**config.mk**
```make
export PLATFORM = sky130hd
export DESIGN_NAME = prmf_history_ram
export DESIGN_NICKNAME = d
export VERILOG_FILES = /design/src/rtl/pose_rate_median_outlier_filter_assert.svh /design/src/rtl/prmf_pkg.sv /design/src/rtl/prmf_history_ram.sv
export SDC_FILE = /design/constraint.sdc
export NUM_CORES = 1
export LEC_CHECK = 0
export BUFFER_PORTS_ARGS = -buffer_cell sky130_fd_sc_hd__buf_2
export CORE_ASPECT_RATIO = 1.1
export CORE_UTILIZATION = 58
export DETAILED_ROUTE_END_ITERATION = 8
export GPL_ROUTABILITY_DRIVEN = 1
export PLACE_DENSITY_LB_ADDON = 0.1
export SYNTH_ARGS = -nofsm -noshare
export SYNTH_HDL_FRONTEND = slang
export SYNTH_SLANG_ARGS = --single-unit
```
**constraint.sdc**
```tcl
create_clock -name clk_i -period 3.6 [get_ports clk_i]
set_input_delay 0.18 -clock clk_i [delete_from_list [all_inputs] [get_ports clk_i]]
set_output_delay 0.18 -clock clk_i [all_outputs]
set_load 0.01 [all_outputs]
```
**src/rtl/pose_rate_median_outlier_filter_assert.svh**
```systemverilog
// ---------------------------------------------------------------------------
// Assertion macros for the pose rate filter
// Concurrent checks that compile away when SYNTH is defined.
// ---------------------------------------------------------------------------
`ifndef POSE_RATE_MEDIAN_OUTLIER_FILTER_ASSERT_SVH
`define POSE_RATE_MEDIAN_OUTLIER_FILTER_ASSERT_SVH
`ifndef SYNTH
`define PRMF_ASSERT(label, clk, rst_n, prop, msg) \
  label: assert property (@(posedge clk) disable iff (!rst_n) prop) else $error(msg);
`define PRMF_ASSERT_NEXT(label, clk, rst_n, pre, post, msg) \
  label: assert property (@(posedge clk) disable iff (!rst_n) pre |=> post) else $error(msg);
`else
`define PRMF_ASSERT(label, clk, rst_n, prop, msg)
`define PRMF_ASSERT_NEXT(label, clk, rst_n, pre, post, msg)
`endif
`endif

```
**src/rtl/prmf_pkg.sv**
```systemverilog
// ---------------------------------------------------------------------------
// Pose rate filter package
// Widths, constants and control types shared by the filter modules.
// ---------------------------------------------------------------------------
package prmf_pkg;

  localparam int WindowMax = 16;
  localparam int FracBits  = 16;
  localparam int SlotW     = $clog2(WindowMax);
  localparam int CountW    = $clog2(WindowMax + 1);
  localparam int RateW     = 29;
  localparam int VelW      = 48;
  localparam int TurnW     = 20;

  // Pi in Q16 and the rate saturation limits.
  localparam logic signed [19:0] PiQ      = 20'sd205887;
  localparam logic signed [RateW-1:0] RateMax = {1'b0, {(RateW-1){1'b1}}};
  localparam logic signed [RateW-1:0] RateMin = {1'b1, {(RateW-1){1'b0}}};

  // Configuration register indexes.
  localparam logic [1:0] RegWindow    = 2'd0;
  localparam logic [1:0] RegThreshold = 2'd1;
  localparam logic [1:0] RegRate      = 2'd2;

  // Controller states.
  typedef enum logic [6:0] {
    StIdle  = 7'b0000001,
    StCalc  = 7'b0000010,
    StLoad  = 7'b0000100,
    StSort  = 7'b0001000,
    StPick  = 7'b0010000,
    StOut   = 7'b0100000,
    StWrite = 7'b1000000
  } state_e;

endpackage

```
**src/rtl/prmf_history_ram.sv**
```systemverilog
// ---------------------------------------------------------------------------
// Yaw rate history memory
// Single-port-write, one-read synchronous memory with registered read data.
// ---------------------------------------------------------------------------
module prmf_history_ram (
  input  logic                                   clk_i,
  input  logic                                   we_i,
  input  logic [prmf_pkg::SlotW-1:0]             waddr_i,
  input  logic signed [prmf_pkg::RateW-1:0]      wdata_i,
  input  logic [prmf_pkg::SlotW-1:0]             raddr_i,
  output logic signed [prmf_pkg::RateW-1:0]      rdata_o
);

  logic signed [prmf_pkg::RateW-1:0] mem_q [prmf_pkg::WindowMax];

  // Write port.
  always_ff @(posedge clk_i) begin
    if (we_i) begin
      mem_q[waddr_i] <= wdata_i;
    end
  end

  // Registered read port.
  always_ff @(posedge clk_i) begin
    rdata_o <= mem_q[raddr_i];
  end

endmodule

```
==> summary.txt <==
Outcome
  – Status: finished, final reports clean

STA
  – Clk_skew: 0.01100 ns
  – Unrepaired setup endpoints after global routing: false
  – Min Clock Period, post-route: approximately 1.6 ns
  – Max_slew headroom: 31.50%
  – # setup viols final: 0
  – Fmax: 0.6321 GHz
  – Final setup margin: 2.018 ns
  – Slew Limit Fails: 0
  – Period utilization: a little over two fifths
  – Setup Total Neg Slack: 0 ns
  – Final Hold Viols: 0
  – Worst slew pin tran: slightly above 1 ns

Clock tree
  – Clk slew on worst S/H paths: approximately 0.06 ns
  – Worst-Skew Late Latency: 0.55 ns
  – Clock sinks: just under 500
  – H-tree depth: 2
  – Setup bufs post-CTS: 0
  – Clk buf depth: 3
  – # resized after CTS: 0
  – CTS tree: built
  – Root buf cell: clkbuf_16
  – Hold-fix buffers, CTS: 18
  – TritonCTS Buffers: 46

Finish
  – Layout cells sized above 1: roughly a third
  – Most common cell after layout, fill and taps aside: edfxtp_1
  – Nets: just over 900
  – Synthesis-to-finish area growth: 14.65%
  – Most frequent cells in the layout: 464 x edfxtp_1, 110 x mux4_2, 65 x buf_2
  – Fin util: about two thirds
  – Inserted Diodes: 0
  – # fillers: about 1,900

Floorplan
  – I/O pin count: slightly below 70
  – Site row count: 67
  – Starting density of the core: 59.09%
  – Total die area: 31,800 um^2
  – Die Y: 186.9 um
  – Core area: 30,510 um^2
  – Die extent in x: ~170 um

Critical path
  – Peak fanout along the critical path: 37
  – Worst EP required: about 4.0 ns
  – Crit-path cells: buf_4 -> buf_4 -> mux4_2 -> a22oi_1 -> nand2_1
  – CP max stage cell: buf_4
  – CP max stage delay: about 0.55 ns
  – Setup crit end kind: register
  – R2R Path Start: mem_q[11][28]$_DFFE_PP_
  – Critical path arrival: about 2.0 ns
  – R2R setup slack: 2.26 ns
  – Reg2Reg Depth: 3
  – Critical Path Start Type: primary input
  – Cell repeated most along the worst path: buf_4
  – RR Endpoint: rdata_o[28]$_DFF_P_
  – Critical setup path kind: in2reg

Flow run
  – Max Cap Viol: 0

GRT
  – First-pass GRT wire length: around 53 mm
  – GR Util met1: a little under a third
  – Largest net degree at the start of global routing: 49
  – Tot GR Track Use: 23.61%
  – Grt met2 use: 40.07%
  – Vias in the first global route: ~8,700
  – GR Util met3: 4.359%
  – GRT busiest layer: met2
  – Initial antenna violation count: 0
  – Gr ovfl total: 0

Routing
  – Vias: 8,073
  – Initial DRC Count: ~800
  – DRT Wirelength: ~36 mm
  – DRT Pass-1 Iters: 4
  – DR vias/cell: a little over 6
  – Drt drc: 0
  – Wire length per cell: 26.79 um
  – ANT nets after route: 0

Min path
  – Hold Path Cell Cnt: 1
  – HP Start: wdata_i[28]
  – Hold Path Class: in2reg
  – End of the worst hold path: mem_q[15][28]$_DFFE_PP_

Placement
  – HPWL Detailed: roughly 19 mm
  – Worst slack, placed: 1.451 ns
  – Routability cong.: between 0.7 and 0.8
  – Input/output buffers: 67

Synthesis
  – Syn nets: 800
  – Top cell type's share of synthesized area: 77.27%
  – Top cells by area, synth: edfxtp_1 77%, mux4_2 14%, dfxtp_1 3.2%
  – FF+latch count, synth: approximately 490
  – Seq/Total Area, Yosys: approximately four fifths
  – Syn Area/Cell: roughly 24 um^2
  – Cells after Synth: 761
  – Yosys top cell by area: edfxtp_1
  – Yosys warns: 0
  – Yosys cell types: 18
  – Cell Area, Synth: around 18,000 um^2

Power and ir drop
  – Lkg Pwr: around 0.0067 uW
  – Worst vdd ir: ~0.00043 V
  – PD cells: between 500 and 600 nW/um^2
kinds of logic after synthesis:
group / share of synthesized area [%]
mux: 14.61
buf+inv: 1.145
simple gates: 1.339
flops: 80.49
compound gates: 2.415
critical path, delay by kind of cell:
kind                   cells  cell delay [ns]
AO/OA/AOI/OAI              1             0.24
buffers and inverters      2             1.02
multiplexers               1             0.37
AND/OR/NAND/NOR            1             0.13
worst max path at each step:
stage,from,to,cells after the start
2_1_floorplan,waddr_i[2],mem_q[0][0]$_DFFE_PP_,2
3_3_place_gp,raddr_i[0],rdata_o[17]$_DFF_P_,5
3_5_place_dp,waddr_i[2],mem_q[3][15]$_DFFE_PP_,3
4_1_cts,waddr_i[2],mem_q[3][11]$_DFFE_PP_,3
5_1_grt,raddr_i[0],rdata_o[26]$_DFF_P_,5
6_report,raddr_i[1],rdata_o[14]$_DFF_P_,5
routing by layer:
layer  part of all wire, %  up-vias
li1                      -     3487
met1                    40     4295
met2                    52      234
met3                   5.5       57
met4                   2.5        0
met5                     0        -
report_power, final:
part	switching, uW	internal, uW
Sequential	37.2	6420
Clock	1960	2670
Combinational	331	242
synth_stat cells:
cell and instances:
nor3_1 4, buf_8 1, edfxtp_1 464, or3b_2 1, mux4_2 110, buf_6 5, buf_2 12, nand2b_1 2
dfxtp_1 29, mux4_1 6, nand3_1 1, nor2b_1 2, clkbuf_1 20, nand2_1 30, nor2_1 13, nand3b_1 2
and2_1 1, a22oi_1 58
state kept, by name, summed over array words and instances, names as in the netlist:
register,count
mem_q,464
rdata_o,29
layout make-up:
cell class              count  area (um^2)  share of cell area, %
flip-flops and latches    493        14510                  70.20
multi-input cells         230         3430                  16.59
clock buffers              59         1294                  6.258
repair buffers            112        752.0                  3.637
well taps                 414        518.0                  2.506
clock inverters            26        166.4                 0.8049
metrics by stage:
step           cells  area, um^2  hold WS, ns  power (uW)
2_1_floorplan    761       18030       0.2789        6893
3_3_place_gp    1231       19030       0.5369        7112
3_5_place_dp    1231       19030       0.5569        7139
4_1_cts         1334       20670    0.0004858       11750
5_1_grt         1334       20670      0.01694       11990
6_report        1334       20670      0.01786       11660
Note: power is estimated with default switching activity, not from simulation.
